<file path="config.mk">
export PLATFORM = sky130hd
export DESIGN_NAME = dcc_packet_bit_encoder_flat
export DESIGN_NICKNAME = d
export VERILOG_FILES = /design/src/rtl/dpbe_pkg.sv /design/src/rtl/dpbe_if.sv /design/src/rtl/dcc_packet_bit_encoder.sv /design/src/rtl/dpbe_front.sv /design/src/rtl/dpbe_queue.sv /design/src/rtl/dpbe_back.sv /design/src/flat_wrapper.sv
export SDC_FILE = /design/constraint.sdc
export NUM_CORES = 1
export LEC_CHECK = 0
export ABC_AREA = 1
export BUFFER_PORTS_ARGS = -buffer_cell sky130_fd_sc_hd__buf_2
export CAP_MARGIN = 20
export CORE_MARGIN = 5
export CORE_UTILIZATION = 67
export CTS_BUF_LIST = sky130_fd_sc_hd__clkbuf_4 sky130_fd_sc_hd__clkbuf_8
export DETAILED_ROUTE_END_ITERATION = 8
export PLACE_DENSITY_LB_ADDON = 0.1
export SYNTH_ARGS = -nofsm -noshare
export SYNTH_HDL_FRONTEND = slang
export SYNTH_HIERARCHICAL = 1
export SYNTH_SLANG_ARGS = --single-unit
export TNS_END_PERCENT = 50
</file>
<file path="constraint.sdc">
create_clock -name clk -period 5.1 [get_ports clk]
set_input_delay 1.53 -clock clk [delete_from_list [all_inputs] [get_ports clk]]
set_output_delay 1.53 -clock clk [all_outputs]
set_load 0.005 [all_outputs]
</file>
<file path="src/rtl/dpbe_pkg.sv">
// Package: shared types and constants for the DCC packet bit encoder.
package dpbe_pkg;

  localparam int unsigned CFG_IDX_W  = 2;
  localparam int unsigned CFG_DATA_W = 16;

  localparam logic [CFG_IDX_W-1:0] REG_ONE_HALF  = 2'd0;
  localparam logic [CFG_IDX_W-1:0] REG_ZERO_HALF = 2'd1;
  localparam logic [CFG_IDX_W-1:0] REG_PAUSE     = 2'd2;
  localparam logic [CFG_IDX_W-1:0] REG_PREAMBLE  = 2'd3;

  localparam logic [7:0]  ONE_HALF_RESET  = 8'd58;
  localparam logic [7:0]  ZERO_HALF_RESET = 8'd100;
  localparam logic [15:0] PAUSE_RESET     = 16'd500;
  localparam logic [4:0]  PREAMBLE_RESET  = 5'd13;

  typedef struct packed {
    logic [7:0]  one_half_us;
    logic [7:0]  zero_half_us;
    logic [15:0] pause_half_us;
    logic [4:0]  preamble_bits;
  } cfg_regs_t;

  // One classified byte handed from the front end to the cell sequencer.
  typedef struct packed {
    logic [7:0] data_byte;
    logic [7:0] checksum;
    logic       preamble;
    logic       last_byte;
  } cmd_t;

endpackage

</file>
<file path="src/rtl/dpbe_if.sv">
// Interfaces: byte input, cell output and configuration write channels.
interface dpbe_in_if;
  logic       valid;
  logic       ready;
  logic [7:0] data_byte;
  logic       last_byte;
  modport source (output valid, output data_byte, output last_byte, input ready);
  modport sink (input valid, input data_byte, input last_byte, output ready);
endinterface

interface dpbe_out_if;
  logic        valid;
  logic        ready;
  logic [15:0] half_period_us;
  logic        bit_value;
  logic        is_pause;
  logic        last;
  modport source (output valid, output half_period_us, output bit_value,
                  output is_pause, output last, input ready);
  modport sink (input valid, input half_period_us, input bit_value,
                input is_pause, input last, output ready);
endinterface

interface dpbe_cfg_if;
  logic                            valid;
  logic                            ready;
  logic [dpbe_pkg::CFG_IDX_W-1:0]  index;
  logic [dpbe_pkg::CFG_DATA_W-1:0] data;
  modport source (output valid, output index, output data, input ready);
  modport sink (input valid, input index, input data, output ready);
endinterface

</file>
<file path="src/rtl/dcc_packet_bit_encoder.sv">
// DCC packet bit encoder: takes packet bytes, gives DCC bit cells with their
// half-wave durations. Each byte accepted on in_bytes is classified by the
// front end (first byte of a packet or not, running XOR checksum) and placed
// in a short command queue; the cell sequencer expands each command into
// cells at one cell per clock while cells.ready is high. A byte that opens a
// packet gives preamble_bits ones and a zero start bit first; every byte
// gives its eight bits MSB first and a zero separator; a byte marked
// last_byte adds the eight checksum bits, a one stop bit and a pause cell.
// A byte therefore causes from 9 to 51 cells on the cells channel, each
// passing through the sequencer's output register; the queue accepts
// up to QUEUE_DEPTH further bytes while earlier ones are still being sent,
// and the sequencer moves straight from one command to the next. The flag
// last marks the final cell caused by each byte. Configuration registers
// (index 0 one_half_us, 1 zero_half_us, 2 pause_half_us, 3 preamble_bits)
// are written through cfg, which is always ready; write them only while the
// block is idle. There is no clearing pass after reset.
module dcc_packet_bit_encoder #(
  parameter int unsigned QUEUE_DEPTH = 4
) (
  input  logic         clk,
  input  logic         rst,
  dpbe_in_if.sink      in_bytes,
  dpbe_out_if.source   cells,
  dpbe_cfg_if.sink     cfg
);

  dpbe_pkg::cfg_regs_t cfg_regs;
  dpbe_pkg::cmd_t      push_cmd;
  dpbe_pkg::cmd_t      head;
  logic                push;
  logic                pop;
  logic                q_full;
  logic                q_valid;

  // Configuration writes are always taken; excess data bits are dropped.
  assign cfg.ready = 1'b1;

  always_ff @(posedge clk) begin
    if (rst) begin
      cfg_regs.one_half_us   <= dpbe_pkg::ONE_HALF_RESET;
      cfg_regs.zero_half_us  <= dpbe_pkg::ZERO_HALF_RESET;
      cfg_regs.pause_half_us <= dpbe_pkg::PAUSE_RESET;
      cfg_regs.preamble_bits <= dpbe_pkg::PREAMBLE_RESET;
    end else if (cfg.valid) begin
      unique case (cfg.index)
        dpbe_pkg::REG_ONE_HALF:  cfg_regs.one_half_us   <= cfg.data[7:0];
        dpbe_pkg::REG_ZERO_HALF: cfg_regs.zero_half_us  <= cfg.data[7:0];
        dpbe_pkg::REG_PAUSE:     cfg_regs.pause_half_us <= cfg.data;
        dpbe_pkg::REG_PREAMBLE:  cfg_regs.preamble_bits <= cfg.data[4:0];
        default: ;
      endcase
    end
  end

  // Front end: classify each byte and track the open packet's checksum.
  dpbe_front u_front (
    .clk      (clk),
    .rst      (rst),
    .in_bytes (in_bytes),
    .q_full   (q_full),
    .push     (push),
    .cmd      (push_cmd)
  );

  // Decouple the byte side from the cell side.
  dpbe_queue #(
    .DEPTH (QUEUE_DEPTH)
  ) u_queue (
    .clk      (clk),
    .rst      (rst),
    .push     (push),
    .push_cmd (push_cmd),
    .pop      (pop),
    .full     (q_full),
    .q_valid  (q_valid),
    .head     (head)
  );

  // Back end: emit cells, one transfer per clock when the sink keeps up.
  dpbe_back u_back (
    .clk      (clk),
    .rst      (rst),
    .cfg_regs (cfg_regs),
    .q_valid  (q_valid),
    .head     (head),
    .pop      (pop),
    .cells    (cells)
  );

endmodule

</file>
<file path="src/rtl/dpbe_front.sv">
// Front end: accept packet bytes, track packet state and checksum, queue commands.
module dpbe_front (
  input  logic              clk,
  input  logic              rst,
  dpbe_in_if.sink           in_bytes,
  input  logic              q_full,
  output logic              push,
  output dpbe_pkg::cmd_t    cmd
);

  logic       packet_open;
  logic [7:0] running_xor;
  logic [7:0] xor_next;

  assign in_bytes.ready = !q_full;
  assign push           = in_bytes.valid && !q_full;

  // A new packet starts its checksum from zero.
  assign xor_next = (packet_open ? running_xor : 8'd0) ^ in_bytes.data_byte;

  always_comb begin
    cmd.data_byte = in_bytes.data_byte;
    cmd.checksum  = xor_next;
    cmd.preamble  = !packet_open;
    cmd.last_byte = in_bytes.last_byte;
  end

  always_ff @(posedge clk) begin
    if (rst) begin
      packet_open <= 1'b0;
      running_xor <= 8'd0;
    end else if (push) begin
      packet_open <= !in_bytes.last_byte;
      running_xor <= in_bytes.last_byte ? 8'd0 : xor_next;
    end
  end

endmodule

</file>
<file path="src/rtl/dpbe_queue.sv">
// Command queue: small FIFO between the front end and the cell sequencer.
module dpbe_queue #(
  parameter int unsigned DEPTH = 4
) (
  input  logic           clk,
  input  logic           rst,
  input  logic           push,
  input  dpbe_pkg::cmd_t push_cmd,
  input  logic           pop,
  output logic           full,
  output logic           q_valid,
  output dpbe_pkg::cmd_t head
);

  localparam int unsigned AW = (DEPTH > 1) ? $clog2(DEPTH) : 1;
  localparam int unsigned CW = $clog2(DEPTH + 1);

  dpbe_pkg::cmd_t  store [DEPTH];
  logic [AW-1:0]   wr_ptr;
  logic [AW-1:0]   rd_ptr;
  logic [CW-1:0]   count;

  assign full    = (count == CW'(DEPTH));
  assign q_valid = (count != '0);
  assign head    = store[rd_ptr];

  always_ff @(posedge clk) begin
    if (push) begin
      store[wr_ptr] <= push_cmd;
    end
  end

  always_ff @(posedge clk) begin
    if (rst) begin
      wr_ptr <= '0;
      rd_ptr <= '0;
      count  <= '0;
    end else begin
      if (push) begin
        wr_ptr <= (wr_ptr == AW'(DEPTH - 1)) ? '0 : wr_ptr + 1'b1;
      end
      if (pop) begin
        rd_ptr <= (rd_ptr == AW'(DEPTH - 1)) ? '0 : rd_ptr + 1'b1;
      end
      unique case ({push, pop})
        2'b10:   count <= count + 1'b1;
        2'b01:   count <= count - 1'b1;
        default: count <= count;
      endcase
    end
  end

endmodule

</file>
<file path="src/rtl/dpbe_back.sv">
// Cell sequencer: expand commands into bit cells, one per cycle unless stalled.
module dpbe_back (
  input  logic                clk,
  input  logic                rst,
  input  dpbe_pkg::cfg_regs_t cfg_regs,
  input  logic                q_valid,
  input  dpbe_pkg::cmd_t      head,
  output logic                pop,
  dpbe_out_if.source          cells
);

  localparam logic [2:0] ST_IDLE  = 3'd0;
  localparam logic [2:0] ST_PRE   = 3'd1;
  localparam logic [2:0] ST_START = 3'd2;
  localparam logic [2:0] ST_DATA  = 3'd3;
  localparam logic [2:0] ST_SEP   = 3'd4;
  localparam logic [2:0] ST_CSUM  = 3'd5;
  localparam logic [2:0] ST_STOP  = 3'd6;
  localparam logic [2:0] ST_PAUSE = 3'd7;

  logic [2:0]     state, state_next;
  logic [4:0]     cnt, cnt_next;
  dpbe_pkg::cmd_t cur;

  logic           advance;
  logic           cell_bit;
  logic           cell_pause;
  logic           cell_last;
  logic [15:0]    cell_half;
  logic           load;
  logic [2:0]     load_state;
  logic [4:0]     load_cnt;
  logic [2:0]     seq_state;
  logic [4:0]     seq_cnt;

  logic           out_valid;
  logic [15:0]    out_half;
  logic           out_bit;
  logic           out_pause;
  logic           out_last;

  assign advance = (state != ST_IDLE) && (!out_valid || cells.ready);

  // Entry point of a fresh command.
  always_comb begin
    if (head.preamble) begin
      if (cfg_regs.preamble_bits != 5'd0) begin
        load_state = ST_PRE;
        load_cnt   = cfg_regs.preamble_bits - 5'd1;
      end else begin
        load_state = ST_START;
        load_cnt   = 5'd0;
      end
    end else begin
      load_state = ST_DATA;
      load_cnt   = 5'd7;
    end
  end

  // Current cell and successor within the command.
  always_comb begin
    cell_bit   = 1'b0;
    cell_pause = 1'b0;
    cell_last  = 1'b0;
    seq_state  = state;
    seq_cnt    = cnt;
    unique case (state)
      ST_PRE: begin
        cell_bit = 1'b1;
        if (cnt == 5'd0) begin
          seq_state = ST_START;
        end else begin
          seq_cnt = cnt - 5'd1;
        end
      end
      ST_START: begin
        seq_state = ST_DATA;
        seq_cnt   = 5'd7;
      end
      ST_DATA: begin
        cell_bit = cur.data_byte[cnt[2:0]];
        if (cnt == 5'd0) begin
          seq_state = ST_SEP;
        end else begin
          seq_cnt = cnt - 5'd1;
        end
      end
      ST_SEP: begin
        if (cur.last_byte) begin
          seq_state = ST_CSUM;
          seq_cnt   = 5'd7;
        end else begin
          cell_last = 1'b1;
          seq_state = ST_IDLE;
        end
      end
      ST_CSUM: begin
        cell_bit = cur.checksum[cnt[2:0]];
        if (cnt == 5'd0) begin
          seq_state = ST_STOP;
        end else begin
          seq_cnt = cnt - 5'd1;
        end
      end
      ST_STOP: begin
        cell_bit  = 1'b1;
        seq_state = ST_PAUSE;
      end
      ST_PAUSE: begin
        cell_pause = 1'b1;
        cell_last  = 1'b1;
        seq_state  = ST_IDLE;
      end
      default: begin
        seq_state = ST_IDLE;
      end
    endcase
  end

  always_comb begin
    if (cell_pause) begin
      cell_half = cfg_regs.pause_half_us;
    end else if (cell_bit) begin
      cell_half = {8'd0, cfg_regs.one_half_us};
    end else begin
      cell_half = {8'd0, cfg_regs.zero_half_us};
    end
  end

  // Take the next command when idle or as the final cell of this one leaves.
  assign load = (state == ST_IDLE) || (advance && cell_last);
  assign pop  = load && q_valid;

  always_comb begin
    state_next = state;
    cnt_next   = cnt;
    if (pop) begin
      state_next = load_state;
      cnt_next   = load_cnt;
    end else if (advance) begin
      state_next = seq_state;
      cnt_next   = seq_cnt;
    end
  end

  always_ff @(posedge clk) begin
    if (rst) begin
      state <= ST_IDLE;
      cnt   <= 5'd0;
    end else begin
      state <= state_next;
      cnt   <= cnt_next;
    end
  end

  always_ff @(posedge clk) begin
    if (pop) begin
      cur <= head;
    end
  end

  always_ff @(posedge clk) begin
    if (rst) begin
      out_valid <= 1'b0;
    end else if (advance) begin
      out_valid <= 1'b1;
    end else if (cells.ready) begin
      out_valid <= 1'b0;
    end
  end

  always_ff @(posedge clk) begin
    if (advance) begin
      out_half  <= cell_half;
      out_bit   <= cell_bit;
      out_pause <= cell_pause;
      out_last  <= cell_last;
    end
  end

  assign cells.valid          = out_valid;
  assign cells.half_period_us = out_half;
  assign cells.bit_value      = out_bit;
  assign cells.is_pause       = out_pause;
  assign cells.last           = out_last;

endmodule

</file>
<file path="src/flat_wrapper.sv">
// flat-port wrapper written by rule: the top's interface ports become plain ports
module dcc_packet_bit_encoder_flat 
#(
  parameter int unsigned QUEUE_DEPTH = 4
)
  (clk, rst, in_bytes_valid, in_bytes_data_byte, in_bytes_last_byte, in_bytes_ready, cells_valid, cells_half_period_us, cells_bit_value, cells_is_pause, cells_last, cells_ready, cfg_valid, cfg_index, cfg_data, cfg_ready);
  dpbe_in_if in_bytes_i ();
  dpbe_out_if cells_i ();
  dpbe_cfg_if cfg_i ();
  input  logic clk;
  input  logic rst;
  input wire logic [$bits(in_bytes_i.valid)-1:0] in_bytes_valid;
  input wire logic [$bits(in_bytes_i.data_byte)-1:0] in_bytes_data_byte;
  input wire logic [$bits(in_bytes_i.last_byte)-1:0] in_bytes_last_byte;
  output wire logic [$bits(in_bytes_i.ready)-1:0] in_bytes_ready;
  output wire logic [$bits(cells_i.valid)-1:0] cells_valid;
  output wire logic [$bits(cells_i.half_period_us)-1:0] cells_half_period_us;
  output wire logic [$bits(cells_i.bit_value)-1:0] cells_bit_value;
  output wire logic [$bits(cells_i.is_pause)-1:0] cells_is_pause;
  output wire logic [$bits(cells_i.last)-1:0] cells_last;
  input wire logic [$bits(cells_i.ready)-1:0] cells_ready;
  input wire logic [$bits(cfg_i.valid)-1:0] cfg_valid;
  input wire logic [$bits(cfg_i.index)-1:0] cfg_index;
  input wire logic [$bits(cfg_i.data)-1:0] cfg_data;
  output wire logic [$bits(cfg_i.ready)-1:0] cfg_ready;
  assign in_bytes_i.valid = in_bytes_valid;
  assign in_bytes_i.data_byte = in_bytes_data_byte;
  assign in_bytes_i.last_byte = in_bytes_last_byte;
  assign in_bytes_ready = in_bytes_i.ready;
  assign cells_valid = cells_i.valid;
  assign cells_half_period_us = cells_i.half_period_us;
  assign cells_bit_value = cells_i.bit_value;
  assign cells_is_pause = cells_i.is_pause;
  assign cells_last = cells_i.last;
  assign cells_i.ready = cells_ready;
  assign cfg_i.valid = cfg_valid;
  assign cfg_i.index = cfg_index;
  assign cfg_i.data = cfg_data;
  assign cfg_ready = cfg_i.ready;
  dcc_packet_bit_encoder #(.QUEUE_DEPTH(QUEUE_DEPTH)) u_core (.clk(clk), .rst(rst), .in_bytes(in_bytes_i), .cells(cells_i), .cfg(cfg_i));
endmodule
</file>
==> results.sh <==
export IMPL_outcome="finished clean"
export IMPL_synth_nets=862
export IMPL_first_pass_iters=5
export IMPL_r2r_slack_ns=2.09
export IMPL_dieHeight_um=117.5
export IMPL_finalSetupViolCount=0
export IMPL_final_cells=1010
export IMPL_gp_congestion=0.8523
export IMPL_initial_core_util=0.6809
export IMPL_max_cap_violations=0
export IMPL_final_setup_tns_ns=0
export IMPL_rows=39
export IMPL_synth_cell_types=39
export IMPL_power_total_uw=4393
export IMPL_multi_input_area_um2=2515
export IMPL_final_util=0.7323
export IMPL_grt_use_met2=0.3713
export IMPL_tritoncts="built"
export IMPL_cts_sinks=172
export IMPL_fmax_mhz=284.0
export IMPL_crit_chain="buf_2 -> nor2_1 -> a21oi_2 -> buf_4 -> nand2_2 -> nand2_2 -> nand2_2 -> inv_2 -> ha_1 -> fa_1 -> nand2_1 -> nand2_1 -> nor2_1 -> nor2_1 -> nor2_1"
export IMPL_hold_violations=0
export IMPL_cellLeakagePower_uw=0.003569
export IMPL_path_clk_slew_ns=0.08
export IMPL_grt_pass1_wl_mm=25.53
export IMPL_netlist_area_leader_share=0.4189
export IMPL_area_growth_pct=7.548
export IMPL_cpMostUsedCell="nor2_1"
export IMPL_dieArea_um2=13800
export IMPL_syn_inst=820
export IMPL_via_per_inst=5.448
export IMPL_critPathMaxFanout=26
export IMPL_ir_drop_mv=0.4438
export IMPL_yosys_register_bits=172
export IMPL_worstPathRequired_ns=5.50
export IMPL_powerDensity_nw_per_um2=527.6
export IMPL_drc=0
export IMPL_dpl_hpwl_mm=10.26
export IMPL_seq_area_um2=4524
export IMPL_end_kind="flip-flop"
export IMPL_track_usage=0.2313
export IMPL_antenna_found_initial=0
export IMPL_path_buf_inv=3
export IMPL_nFillCells=806
export IMPL_antenna_left=0
export IMPL_n_antenna_cell=0
export IMPL_final_nets=897
export IMPL_grt_pass1_vias=5163
export IMPL_wire_per_inst_um=15.54
export IMPL_grt_use_met1=0.3106
export IMPL_yosys_area_top_type="edfxtp_1"
export IMPL_yosysWarnings=6
export IMPL_grt_busiest_layer="met2"
export IMPL_grt_max_degree=38
export IMPL_slew_violations=0
export IMPL_slowest_delay_ns=0.43
export IMPL_grt_overflow=0
export IMPL_tightest_slew_ns=0.8909
export IMPL_h_tree_depth=4
export IMPL_dp_cells=979
export IMPL_cts_hold_buf=0
export IMPL_cp_arrival_ns=3.92
export IMPL_crit_path_start_kind="primary input"
export IMPL_worst_slack_ns=1.579
export IMPL_cp_slowest_cell="fa_1"
export IMPL_die_w_um=117.5
export IMPL_path_class="primary input to flip-flop"
export IMPL_drive_gt1_frac=0.1672
export IMPL_syn_area_um2=7741
export IMPL_clockBufferDepth=2
export IMPL_vias=5502
export IMPL_pre_cts_ws_ns=1.138
export IMPL_routed_wl_mm=15.69
export IMPL_avgSynthCellArea_um2=9.440
export IMPL_core_um2=11370
export IMPL_drt_iter0_markers=537
export IMPL_min_period_ns=3.521
export IMPL_io_buffers=52
export IMPL_numCtsBuffers=17
export IMPL_min_period_over_period=0.6904
export IMPL_hold_path_class="flip-flop to flip-flop"
export IMPL_clock_latency_ns=0.46
export IMPL_ys_seq_area_frac=0.5845
export IMPL_crit_family="simple AND/OR/NAND/NOR gates"
export IMPL_synth_area_leaders="edfxtp_1 42%, dfxtp_1 17%, nand2_1 8.4%"
export IMPL_cts_resized=0
export IMPL_rsz0062_at_grt="no"
export IMPL_ctsRootBufferMaster="clkbuf_8"
export IMPL_slew_limit_headroom=0.4052
export IMPL_io_pins=54
export IMPL_gr_usage_met3=0.05142
export IMPL_cts_setup_buffers=0
export IMPL_final_setup_skew_ns=0.009005
[cells by family (layout without fill, tap and decap cells)]
logic type	after synthesis	after routing	synth area share
other	1	1	0.0004844
adder cells (fa/ha/maj)	10	10	0.01713
AND/OR/NAND/NOR	396	396	0.2292
buffers and inverters	139	186	0.09067
flip-flops	172	172	0.5845
XOR/XNOR	4	4	0.004526
AO/OA/AOI/OAI	98	98	0.07354
[metal layers]
layer  vias up  wire length (µm)
met2       217              7504
met3        23              1222
met4         0               237
li1       2744                 -
met1      2518              6728
met5         -                 0
[sequential cells by signal, summed over array words and instances, names as in the netlist, 2 cells and up, named ones only]
signal	flops
u_core/cfg_regs	37
u_core/u_back/cnt	5
u_core/u_queue/wr_ptr	2
u_core/u_back/cells.half_period_us	16
u_core/u_queue/store	72
u_core/u_back/cur	17
u_core/u_queue/count	3
u_core/u_front/running_xor	8
u_core/u_back/state	3
u_core/u_queue/rd_ptr	2
[through the flow]
step                area (µm²)  hold WS [ns]
detailed placement        7881        0.4440
finish                    8325        0.4629
global placement          7881        0.4419
CTS                       8325        0.4643
floorplan                 7741        0.4289
global route              8325        0.4964
[cell type report]
cell class / instances / area share
timing repair buffer: 54 / 0.03306
multi-input combinational: 509 / 0.3021
clock buffer: 19 / 0.02991
clock inverter: 12 / 0.02344
tap: 143 / 0.02149
sequential: 172 / 0.5434
inverter: 101 / 0.04659
[worst register-to-register path, delay by kind of cell (launching register included)]
family | cells | cell delay (ns)
flip-flops | 1 | 0.51
adder cells (fa/ha/maj) | 2 | 0.78
buffers and inverters | 3 | 0.88
AO/OA/AOI/OAI | 2 | 0.35
AND/OR/NAND/NOR | 4 | 0.38
[layout by cell type (no fill, tap or decap), types with 2 or more instances in the layout]
master	n
nor2_1	111
nand2_4	3
buf_4	2
a21oi_1	11
o22ai_1	18
ha_1	9
nand4_1	13
o21ai_1	16
inv_1	93
a21oi_2	9
nand3_2	12
bufinv_16	5
nor3_1	4
buf_2	52
clkbuf_4	2
nand2_2	20
dfxtp_1	64
clkinv_1	2
edfxtp_1	108
xnor2_1	3
nand2_1	174
o21ai_2	4
clkinv_2	5
inv_2	4
nand3_1	54
o21ai_0	38
clkbuf_8	17
[power by group]
part	total (µW)	switching (µW)	internal, µW
Clock	1050	462	589
Sequential	2000	154	1850
Combinational	1340	917	424
Total	4390	1530	2860
[path summary, 6_finish.rpt]
kind | startpoint | to | cells past startpoint
min reg2reg | u_core/cfg_regs[27] | u_core/cfg_regs[27] | 2
max | cells_ready | u_core/u_queue/count[2] | 15
min | u_core/cfg_regs[27] | u_core/cfg_regs[27] | 2
max reg2reg | u_core/u_back/state[2] | u_core/u_queue/count[1] | 11
[synthesized netlist by cell type, drive strengths merged]
master  instances
inv            98
edfxtp        108
ha              9
clkinv          3
xnor2           3
fa              1
a21oi          20
nand4          13
nand2         197
dfxtp          64
clkbuf          4
a22oi           1
o21ai          58
o21ba           1
conb            1
o22ai          18
or2             1
xor2            1
nand3          66
nor2          114
nor3            5
buf            34
Power figures use the tool's default switching activity.
